**config.mk**
```make
export PLATFORM = sky130hd
export DESIGN_NAME = gated_variable_step_lowpass
export DESIGN_NICKNAME = d
export VERILOG_FILES = /design/src/rtl/core/gvsl_pkg.sv /design/src/rtl/core/gvsl_dp.sv /design/src/rtl/core/gvsl_ctrl.sv /design/src/rtl/core/gated_variable_step_lowpass.sv
export SDC_FILE = /design/constraint.sdc
export NUM_CORES = 2
export LEC_CHECK = 0
export CORE_ASPECT_RATIO = 0.7
export CORE_MARGIN = 2
export CORE_UTILIZATION = 55
export DETAILED_ROUTE_END_ITERATION = 10
export DONT_BUFFER_PORTS = 1
export GPL_ROUTABILITY_DRIVEN = 0
export PLACE_DENSITY = 0.75
export SLEW_MARGIN = 20
export SYNTH_ARGS = -nofsm -noshare
export SYNTH_HDL_FRONTEND = slang
export SYNTH_SLANG_ARGS = --single-unit
```
**constraint.sdc**
```tcl
create_clock -name clk -period 11.9 [get_ports clk]
set_input_delay 0 -clock clk [delete_from_list [all_inputs] [get_ports clk]]
set_output_delay 0 -clock clk [all_outputs]
set_load 0.03 [all_outputs]
```
**src/rtl/core/gvsl_pkg.sv**
```systemverilog
// ============================================================================
// gvsl_pkg
// Shared widths, reset values, register indexes, controller states and the
// command/status bundles of the gated variable-step low-pass filter.
// ============================================================================
package gvsl_pkg;

	// Sample and level width.
	localparam int SAMPLE_BITS = 12;

	// Field and register widths.
	localparam int TIME_W    = 32;
	localparam int CFG_W     = 16;
	localparam int CFG_IDX_W = 1;

	// Divider: the divisor tau + gap needs one bit more than the timestamp.
	localparam int DIV_W  = TIME_W + 1;
	localparam int KEEP_W = SAMPLE_BITS + CFG_W;
	localparam int TAKE_W = SAMPLE_BITS + TIME_W;
	localparam int STEP_W = $clog2(TAKE_W);

	// Stream payload widths, padded to whole bytes.
	localparam int IN_TDATA_W  = ((TIME_W + SAMPLE_BITS + 7) / 8) * 8;
	localparam int OUT_TDATA_W = ((SAMPLE_BITS + 7) / 8) * 8;

	// Reset values.
	localparam logic [CFG_W-1:0]       TAU_RESET     = CFG_W'(250);
	localparam logic [CFG_W-1:0]       MIN_GAP_RESET = CFG_W'(25);
	localparam logic [SAMPLE_BITS-1:0] LEVEL_RESET   = SAMPLE_BITS'(2000);

	// Register indexes.
	localparam logic [CFG_IDX_W-1:0] REG_TAU     = CFG_IDX_W'(0);
	localparam logic [CFG_IDX_W-1:0] REG_MIN_GAP = CFG_IDX_W'(1);

	// Controller states.
	typedef enum logic [3:0] {
		ST_IDLE,
		ST_GAP,
		ST_MUL,
		ST_LDK,
		ST_DIVK,
		ST_LDT,
		ST_DIVT,
		ST_SUM,
		ST_OUT
	} state_t;

	// Commands from the controller to the datapath.
	typedef struct packed {
		logic capture;
		logic eval_gap;
		logic mul;
		logic load_keep;
		logic load_take;
		logic div_step;
		logic commit;
		logic load_out;
	} cmd_t;

	// Status from the datapath to the controller.
	typedef struct packed {
		logic upd;
		logic out_free;
	} status_t;

endpackage

```
**src/rtl/core/gvsl_dp.sv**
```systemverilog
// ============================================================================
// gvsl_dp
// Datapath: configuration registers, filter state, gap check, the two
// products, a shared restoring divider and the output register.
// ============================================================================
module gvsl_dp (
	input  logic                                clk,
	input  logic                                arst_n,
	input  gvsl_pkg::cmd_t                      cmd,
	output gvsl_pkg::status_t                   sts,
	input  logic                                cfg_we,
	input  logic [gvsl_pkg::CFG_IDX_W-1:0]      cfg_index,
	input  logic [gvsl_pkg::CFG_W-1:0]          cfg_data,
	input  logic [gvsl_pkg::IN_TDATA_W-1:0]     in_tdata,
	output logic                                out_tvalid,
	input  logic                                out_tready,
	output logic [gvsl_pkg::OUT_TDATA_W-1:0]    out_tdata,
	output logic                                out_tuser
);
	import gvsl_pkg::*;

	logic [CFG_W-1:0]       tau_q;
	logic [CFG_W-1:0]       min_gap_q;
	logic [SAMPLE_BITS-1:0] level_q;
	logic [TIME_W-1:0]      last_q;
	logic [TIME_W-1:0]      time_q;
	logic [SAMPLE_BITS-1:0] smp_q;
	logic [TIME_W-1:0]      gap_q;
	logic                   upd_q;
	logic [KEEP_W-1:0]      prod_k_q;
	logic [TAKE_W-1:0]      prod_t_q;
	logic [DIV_W-1:0]       div_q;
	logic [TAKE_W-1:0]      nq_q;
	logic [DIV_W-1:0]       rem_q;
	logic [SAMPLE_BITS-1:0] keep_q;
	logic [SAMPLE_BITS-1:0] out_level_q;
	logic                   out_upd_q;
	logic                   out_valid_q;

	logic [TIME_W-1:0]      gap;
	logic                   gap_over;
	logic [DIV_W:0]         shifted;
	logic [DIV_W:0]         diff;
	logic                   q_bit;
	logic [SAMPLE_BITS:0]   level_sum;

	// Modular gap since the last update.
	assign gap = time_q - last_q;

	// The filter updates only when the gap exceeds min_gap.
	assign gap_over = (gap > TIME_W'(min_gap_q));

	// One restoring division step: bring down the next numerator bit and
	// subtract the divisor when it fits.
	assign shifted = {rem_q, nq_q[TAKE_W-1]};
	assign diff    = shifted - {1'b0, div_q};
	assign q_bit   = ~diff[DIV_W];

	// Both floored terms together never exceed the level range.
	assign level_sum = {1'b0, keep_q} + {1'b0, nq_q[SAMPLE_BITS-1:0]};

	// Configuration registers.
	always_ff @(posedge clk or negedge arst_n) begin
		if (!arst_n) begin
			tau_q     <= TAU_RESET;
			min_gap_q <= MIN_GAP_RESET;
		end else if (cfg_we) begin
			unique case (cfg_index)
				REG_TAU:     tau_q     <= cfg_data;
				REG_MIN_GAP: min_gap_q <= cfg_data;
				default: ;
			endcase
		end
	end

	// Filter state: level and time of the last update.
	always_ff @(posedge clk or negedge arst_n) begin
		if (!arst_n) begin
			level_q <= LEVEL_RESET;
			last_q  <= '0;
		end else if (cmd.commit) begin
			level_q <= level_sum[SAMPLE_BITS-1:0];
			last_q  <= time_q;
		end
	end

	// Working registers of the current beat.
	always_ff @(posedge clk) begin
		if (cmd.capture) begin
			time_q <= in_tdata[TIME_W-1:0];
			smp_q  <= in_tdata[TIME_W+SAMPLE_BITS-1:TIME_W];
		end
		if (cmd.eval_gap) begin
			gap_q <= gap;
			upd_q <= gap_over;
		end
		if (cmd.mul) begin
			prod_k_q <= KEEP_W'(level_q) * KEEP_W'(tau_q);
			prod_t_q <= TAKE_W'(smp_q) * TAKE_W'(gap_q);
			div_q    <= DIV_W'(tau_q) + DIV_W'(gap_q);
		end
	end

	// Shared divider: the keep numerator is loaded at the top so that it
	// finishes in fewer steps; the take numerator uses the full width.
	always_ff @(posedge clk) begin
		if (cmd.load_keep) begin
			nq_q  <= {prod_k_q, {(TAKE_W-KEEP_W){1'b0}}};
			rem_q <= '0;
		end else if (cmd.load_take) begin
			keep_q <= nq_q[SAMPLE_BITS-1:0];
			nq_q   <= prod_t_q;
			rem_q  <= '0;
		end else if (cmd.div_step) begin
			nq_q  <= {nq_q[TAKE_W-2:0], q_bit};
			rem_q <= q_bit ? diff[DIV_W-1:0] : shifted[DIV_W-1:0];
		end
	end

	// Output register valid flag.
	always_ff @(posedge clk or negedge arst_n) begin
		if (!arst_n) begin
			out_valid_q <= 1'b0;
		end else if (cmd.load_out) begin
			out_valid_q <= 1'b1;
		end else if (out_tready) begin
			out_valid_q <= 1'b0;
		end
	end

	// Output register payload.
	always_ff @(posedge clk) begin
		if (cmd.load_out) begin
			out_level_q <= level_q;
			out_upd_q   <= upd_q;
		end
	end

	assign sts.upd      = gap_over;
	assign sts.out_free = ~out_valid_q | out_tready;

	assign out_tvalid = out_valid_q;
	assign out_tdata  = OUT_TDATA_W'(out_level_q);
	assign out_tuser  = out_upd_q;

endmodule

```
**src/rtl/core/gvsl_ctrl.sv**
```systemverilog
// ============================================================================
// gvsl_ctrl
// Controller: sequences gap check, products, the two divisions, the level
// update and the hand-off to the output register.
// ============================================================================
module gvsl_ctrl (
	input  logic                clk,
	input  logic                arst_n,
	input  logic                in_tvalid,
	output logic                in_tready,
	input  gvsl_pkg::status_t   sts,
	output gvsl_pkg::cmd_t      cmd
);
	import gvsl_pkg::*;

	state_t            state_q;
	state_t            state_nxt;
	logic [STEP_W-1:0] cnt_q;
	logic              cnt_done;

	assign cnt_done = (cnt_q == '0);

	// State register.
	always_ff @(posedge clk or negedge arst_n) begin
		if (!arst_n) begin
			state_q <= ST_IDLE;
		end else begin
			state_q <= state_nxt;
		end
	end

	// Division step counter.
	always_ff @(posedge clk or negedge arst_n) begin
		if (!arst_n) begin
			cnt_q <= '0;
		end else if (state_q == ST_LDK) begin
			cnt_q <= STEP_W'(KEEP_W - 1);
		end else if (state_q == ST_LDT) begin
			cnt_q <= STEP_W'(TAKE_W - 1);
		end else if (!cnt_done) begin
			cnt_q <= cnt_q - STEP_W'(1);
		end
	end

	// Next state.
	always_comb begin
		state_nxt = state_q;
		unique case (state_q)
			ST_IDLE: if (in_tvalid) state_nxt = ST_GAP;
			ST_GAP:  state_nxt = sts.upd ? ST_MUL : ST_OUT;
			ST_MUL:  state_nxt = ST_LDK;
			ST_LDK:  state_nxt = ST_DIVK;
			ST_DIVK: if (cnt_done) state_nxt = ST_LDT;
			ST_LDT:  state_nxt = ST_DIVT;
			ST_DIVT: if (cnt_done) state_nxt = ST_SUM;
			ST_SUM:  state_nxt = ST_OUT;
			ST_OUT:  if (sts.out_free) state_nxt = ST_IDLE;
			default: state_nxt = ST_IDLE;
		endcase
	end

	// Outputs.
	always_comb begin
		cmd       = '0;
		in_tready = 1'b0;
		unique case (state_q)
			ST_IDLE: begin
				in_tready   = 1'b1;
				cmd.capture = in_tvalid;
			end
			ST_GAP:  cmd.eval_gap  = 1'b1;
			ST_MUL:  cmd.mul       = 1'b1;
			ST_LDK:  cmd.load_keep = 1'b1;
			ST_DIVK: cmd.div_step  = 1'b1;
			ST_LDT:  cmd.load_take = 1'b1;
			ST_DIVT: cmd.div_step  = 1'b1;
			ST_SUM:  cmd.commit    = 1'b1;
			ST_OUT:  cmd.load_out  = sts.out_free;
			default: ;
		endcase
	end

endmodule

```
**src/rtl/core/gated_variable_step_lowpass.sv**
```systemverilog
// ============================================================================
// gated_variable_step_lowpass
// First-order low-pass filter with a variable time step, updated only when
// the time since the last update exceeds a minimum gap.
// ============================================================================
// Usage:
// The input stream (s_*) carries one beat per ADC sample: a millisecond
// timestamp and the raw sample. The output stream (m_*) returns one beat per
// input beat: the filtered level in m_tdata and, in m_tuser, a flag that is
// set when the sample updated the filter.
// A beat whose gap does not exceed min_gap skips the products and the
// divider. An updating beat runs the two products and then both quotients
// on one shared restoring divider, one quotient bit per cycle: the level
// term takes SAMPLE_BITS+16 steps and the sample term SAMPLE_BITS+32.
// The next beat is taken only after the result enters the output register.
// The output register lets a new beat be accepted while the previous result
// still waits; if the receiver stalls, the finished result waits in the
// controller until the output register frees up.
// Reset sets tau to 250, min_gap to 25, the level to 2000 and the last
// update time to 0. tau and min_gap are written through cfg_we, cfg_index
// (0 for tau, 1 for min_gap) and cfg_data; the user must do so only while
// the block is idle, as the block itself does not enforce it.
// ============================================================================
module gated_variable_step_lowpass (
	input  logic                                clk,
	input  logic                                arst_n,
	// Configuration write port.
	input  logic                                cfg_we,
	input  logic [gvsl_pkg::CFG_IDX_W-1:0]      cfg_index,
	input  logic [gvsl_pkg::CFG_W-1:0]          cfg_data,
	// Input stream.
	input  logic                                s_tvalid,
	output logic                                s_tready,
	input  logic [gvsl_pkg::IN_TDATA_W-1:0]     s_tdata,  // time_ms, sample_value
	// Output stream.
	output logic                                m_tvalid,
	input  logic                                m_tready,
	output logic [gvsl_pkg::OUT_TDATA_W-1:0]    m_tdata,  // level
	output logic                                m_tuser   // updated
);
	import gvsl_pkg::*;

	cmd_t    cmd;
	status_t sts;

	// Sequencer.
	gvsl_ctrl u_ctrl (
		.clk       (clk),
		.arst_n    (arst_n),
		.in_tvalid (s_tvalid),
		.in_tready (s_tready),
		.sts       (sts),
		.cmd       (cmd)
	);

	// Arithmetic, state and output register.
	gvsl_dp u_dp (
		.clk        (clk),
		.arst_n     (arst_n),
		.cmd        (cmd),
		.sts        (sts),
		.cfg_we     (cfg_we),
		.cfg_index  (cfg_index),
		.cfg_data   (cfg_data),
		.in_tdata   (s_tdata),
		.out_tvalid (m_tvalid),
		.out_tready (m_tready),
		.out_tdata  (m_tdata),
		.out_tuser  (m_tuser)
	);

endmodule

```
==> results.toml <==
[clocking]
number_of_buffers_on_the_longest_clock_path = 3
cts_sink_cnt = 371
cts_inserted_buffers = 38
h-tree-depth = 2
cts_repair_resize_count = 0
root_buffer_selected_by_cts = "sky130_fd_sc_hd__clkbuf_16"
cts_tree = "yes"
insertion_delay_ns = 0.57
clk_pin_slew_worst_setup_hold_paths_ns = 0.07

[outcome]
status = "finished, violations left"
violated_checks = "negative hold slack"

[synthesis]
seq_area_frac_synth = 0.2854
post_synth.cell_area_avg_sq_um = 9.802
synth_warnings = 0
async_flop_share = 0.2345
ys.flop_type = "sky130_fd_sc_hd__edfxtp_1"
count_of_flip_flops_with_a_built_in_enable_after_synthesis = 235
post_synth_instance_area_sq_um = 35850
ffs_latches_synth = 371
syn-instance-count = 3658
yosys.cell_types.count = 82

[floorplan]
ioPinCount = 89
dieWidth_um = 309.2
dieArea_sq_um = 67280
die-height_um = 217.6
floorplan.initialDensity = 0.5550
core-area_sq_um = 64610
num_rows = 78

[drt]
route.detailed.vias_per_inst = 5.587
finalWirelength_mm = 87.72
detail_route.wl_per_cell_um = 19.26
postRouteAntennaNets = 0
detailroute.via_count = 25440
drtPass1Iterations = 6
drt_first_iter_violations = 2182
drt_drc_violations_left = 0

[final_layout]
layout_commonest_cell = "sky130_fd_sc_hd__inv_1"
final.fill_count = 5351
final_layout_size_suffix_gt1_frac = 0.05664
most-common-layout-cells = "sky130_fd_sc_hd__inv_1, sky130_fd_sc_hd__nand2_1, sky130_fd_sc_hd__fa_1, sky130_fd_sc_hd__ha_1, sky130_fd_sc_hd__edfxtp_1"
sequential_cell_area_sq_um = 10230
areaGrowthSynthToFinish_pct = 7.562
multi_input_comb_area_sq_um = 22670
finish.net_count = 4414
layout.cells.non_filler = 4554
finish.instance_area_sq_um = 38570

[worst_setup_path]
bufs_and_invs_on_worst_path = 3
crit_type = "flop to flop"
timing.critical_path.mode_cell = "sky130_fd_sc_hd__fa_1"
cp_slowest_cell = "sky130_fd_sc_hd__edfxtp_1"
critical-path-max-stage-delay_ns = 1.05
worstPathCellList = "nand2_1 > fa_1 > fa_1 > inv_1 > fa_1 > fa_1 > inv_1 > fa_1 > inv_1 > ha_1 > and3_1 > a311o_1 > a211oi_1 > o31a_1 > nand3_1 > a41oi_1 > o31ai_1 > a41oi_1 > nand2b_1 > a21oi_1 > xnor2_1"
critical_path_peak_fanout = 24
setup.worst_path.start_class = "flop"
worstPathArrival_ns = 7.40
critical_path_required_ns = 12.22
cp_top_family = "adder cells"
end_kind = "flop"

[timing]
fmax_mhz = 141.1
finalHoldViolCount = 14
finalMaxSlewViolations = 0
slew_headroom = 0.2945
min_period_ns = 7.085
tightestPinTransition_ns = 1.058
post-route-period-util = 0.5954
clock_skew_ns = 0.02723
hold_slack_ns = -0.003455
grt_setup_unrepaired = "false"
tns_ns = 0
timing.final.setup_violations = 0

[global_route]
overflow = 0
first_pass_grt_wire_length_mm = 141.1
grt_start_max_net_pins = 88
track_usage = 0.2693
first_global_vias = 26030
grt_antenna_before_repair = 5

[job]
maxCapViolations = 0

[place]
detailed_placer_s_ending_hpwl_mm = 64.22
placed_cell_area_sq_um = 36580
port_buffers = 0
place_inst = 4413

[worst_hold_path]
hold_path.class = "input port to async pin"
-- kinds of logic (layout without fill, tap and decap cells) --
group / count (synthesis) / in the layout / share of synthesized area
buffers and inverters: 786 / 797 / 0.08389
adder cells (fa/ha/maj): 701 / 701 / 0.3376
AO/OA/AOI/OAI: 489 / 489 / 0.08972
multiplexers: 96 / 96 / 0.02903
flip-flops: 371 / 371 / 0.2854
XOR/XNOR: 155 / 155 / 0.03786
other: 1 / 6 / 0.0001046
AND/OR/NAND/NOR: 1059 / 1059 / 0.1364
-- worst register-to-register path: stages, from the launching register on --
cell and delay (ns):
sky130_fd_sc_hd__edfxtp_1 1.05, sky130_fd_sc_hd__nand2_1 0.19, sky130_fd_sc_hd__fa_1 0.50, sky130_fd_sc_hd__fa_1 0.54, sky130_fd_sc_hd__inv_1 0.05, sky130_fd_sc_hd__fa_1 0.50
sky130_fd_sc_hd__fa_1 0.49, sky130_fd_sc_hd__inv_1 0.05, sky130_fd_sc_hd__fa_1 0.48, sky130_fd_sc_hd__inv_1 0.05, sky130_fd_sc_hd__ha_1 0.34, sky130_fd_sc_hd__and3_1 0.25
sky130_fd_sc_hd__a311o_1 0.36, sky130_fd_sc_hd__a211oi_1 0.28, sky130_fd_sc_hd__o31a_1 0.18, sky130_fd_sc_hd__nand3_1 0.11, sky130_fd_sc_hd__a41oi_1 0.46, sky130_fd_sc_hd__o31ai_1 0.25
sky130_fd_sc_hd__a41oi_1 0.32, sky130_fd_sc_hd__nand2b_1 0.08, sky130_fd_sc_hd__a21oi_1 0.21, sky130_fd_sc_hd__xnor2_1 0.08
-- registers in the layout, indices dropped and copies added, names as in the netlist --
register,count
u_dp.nq_q,44
u_dp.prod_t_q,44
u_dp.div_q,33
u_dp.rem_q,33
u_dp.gap_q,32
u_dp.last_q,32
u_dp.time_q,32
u_dp.prod_k_q,28
u_dp.min_gap_q,16
u_dp.tau_q,16
u_dp.keep_q,12
u_dp.level_q,12
u_dp.out_level_q,12
u_dp.smp_q,12
u_ctrl.cnt_q,6
u_ctrl.state_q,4
u_dp.out_tuser,1
u_dp.out_tvalid,1
u_dp.upd_q,1
-- per-stage QoR --
step / setup slack (ns) / util
floorplan: 3.343 / -
global placement: 4.977 / 0.5661
detailed placement: 4.932 / 0.5662
CTS: 4.914 / 0.5968
global route: 4.432 / 0.5969
finish: 4.815 / 0.5969
-- cell type report --
| type | instances | area share |
|---|---|---|
| clock inverters | 19 | 0.005223 |
| flip-flops and latches | 371 | 0.2654 |
| clock buffers | 50 | 0.02745 |
| well taps | 880 | 0.02855 |
| repair buffers | 98 | 0.02407 |
| multi-input cells | 2504 | 0.5879 |
| diodes | 2 | 0.0001298 |
| inverters | 630 | 0.06132 |
-- per-layer routing --
layer | wire length (um) | part of all wire | vias to the layer above | global-route usage
met1 | 38800 | 0.44 | 12500 | 0.3906
met3 | 9675 | 0.11 | 153 | 0.08358
li1 | - | - | 11720 | -
met2 | 36900 | 0.42 | 1071 | 0.3929
met4 | 2336 | 0.027 | 2 | 0.06958
met5 | 15 | 0.00017 | - | 0
-- Yosys cell counts (12+ instances only) --
cell	instances	area, sq um
sky130_fd_sc_hd__inv_1	630	2365
sky130_fd_sc_hd__nand2_1	575	2158
sky130_fd_sc_hd__fa_1	444	8889
sky130_fd_sc_hd__ha_1	257	3216
sky130_fd_sc_hd__edfxtp_1	235	7057
sky130_fd_sc_hd__and2_1	177	1107
sky130_fd_sc_hd__clkbuf_1	139	521.8
sky130_fd_sc_hd__a21oi_1	117	585.6
sky130_fd_sc_hd__nor2_1	116	435.4
sky130_fd_sc_hd__xnor2_1	116	1016
sky130_fd_sc_hd__o21ai_0	97	485.5
sky130_fd_sc_hd__dfrtp_1	72	1802
sky130_fd_sc_hd__mux2_2	64	720.7
sky130_fd_sc_hd__a21o_1	55	412.9
sky130_fd_sc_hd__dfxtp_1	49	980.9
sky130_fd_sc_hd__xor2_1	39	341.6
sky130_fd_sc_hd__nand3_1	38	190.2
sky130_fd_sc_hd__a211oi_1	34	255.2
sky130_fd_sc_hd__mux2i_1	32	320.3
sky130_fd_sc_hd__nor3_1	29	145.1
sky130_fd_sc_hd__a22oi_1	28	210.2
sky130_fd_sc_hd__nor2b_1	26	162.7
sky130_fd_sc_hd__o21a_1	26	195.2
sky130_fd_sc_hd__nand2b_1	21	131.4
sky130_fd_sc_hd__o21bai_1	19	142.6
sky130_fd_sc_hd__and3_1	18	112.6
sky130_fd_sc_hd__o22ai_1	16	100.1
sky130_fd_sc_hd__dfstp_2	15	394.1
sky130_fd_sc_hd__nand4_1	13	81.33
sky130_fd_sc_hd__or3_1	13	81.33
sky130_fd_sc_hd__o31ai_1	12	90.09
-- final timing paths --
check / start / to / slack, ns / depth (start not counted)
worst min register to register: u_dp.upd_q$_DFFE_PP_ / u_dp.out_tuser$_DFFE_PP_ / 0.43 / 0
min in group clk: s_tdata[10] / u_dp.time_q[10]$_DFFE_PP_ / 0.05 / 1
worst max register to register: u_dp.gap_q[16]$_DFFE_PP_ / u_dp.prod_t_q[40]$_DFFE_PP_ / 4.82 / 21
worst min-delay path: arst_n / u_dp.last_q[28]$_DFFE_PN0N_ / -0.003 / 2
max in group asynchronous: arst_n / u_dp.tau_q[1]$_DFFE_PN1P_ / 11.47 / 2
worst max-delay path: u_dp.gap_q[16]$_DFFE_PP_ / u_dp.prod_t_q[40]$_DFFE_PP_ / 4.82 / 21
-- timing repair --
item | in CTS | in global routing
setup buffers | 0 | 0
hold endpoints to repair | 166 | 0
hold buffers | 70 | 0
Power is left out: the tool's default activity adds up to more than one toggle a clock period on the data nets, which glitch-free logic cannot reach.
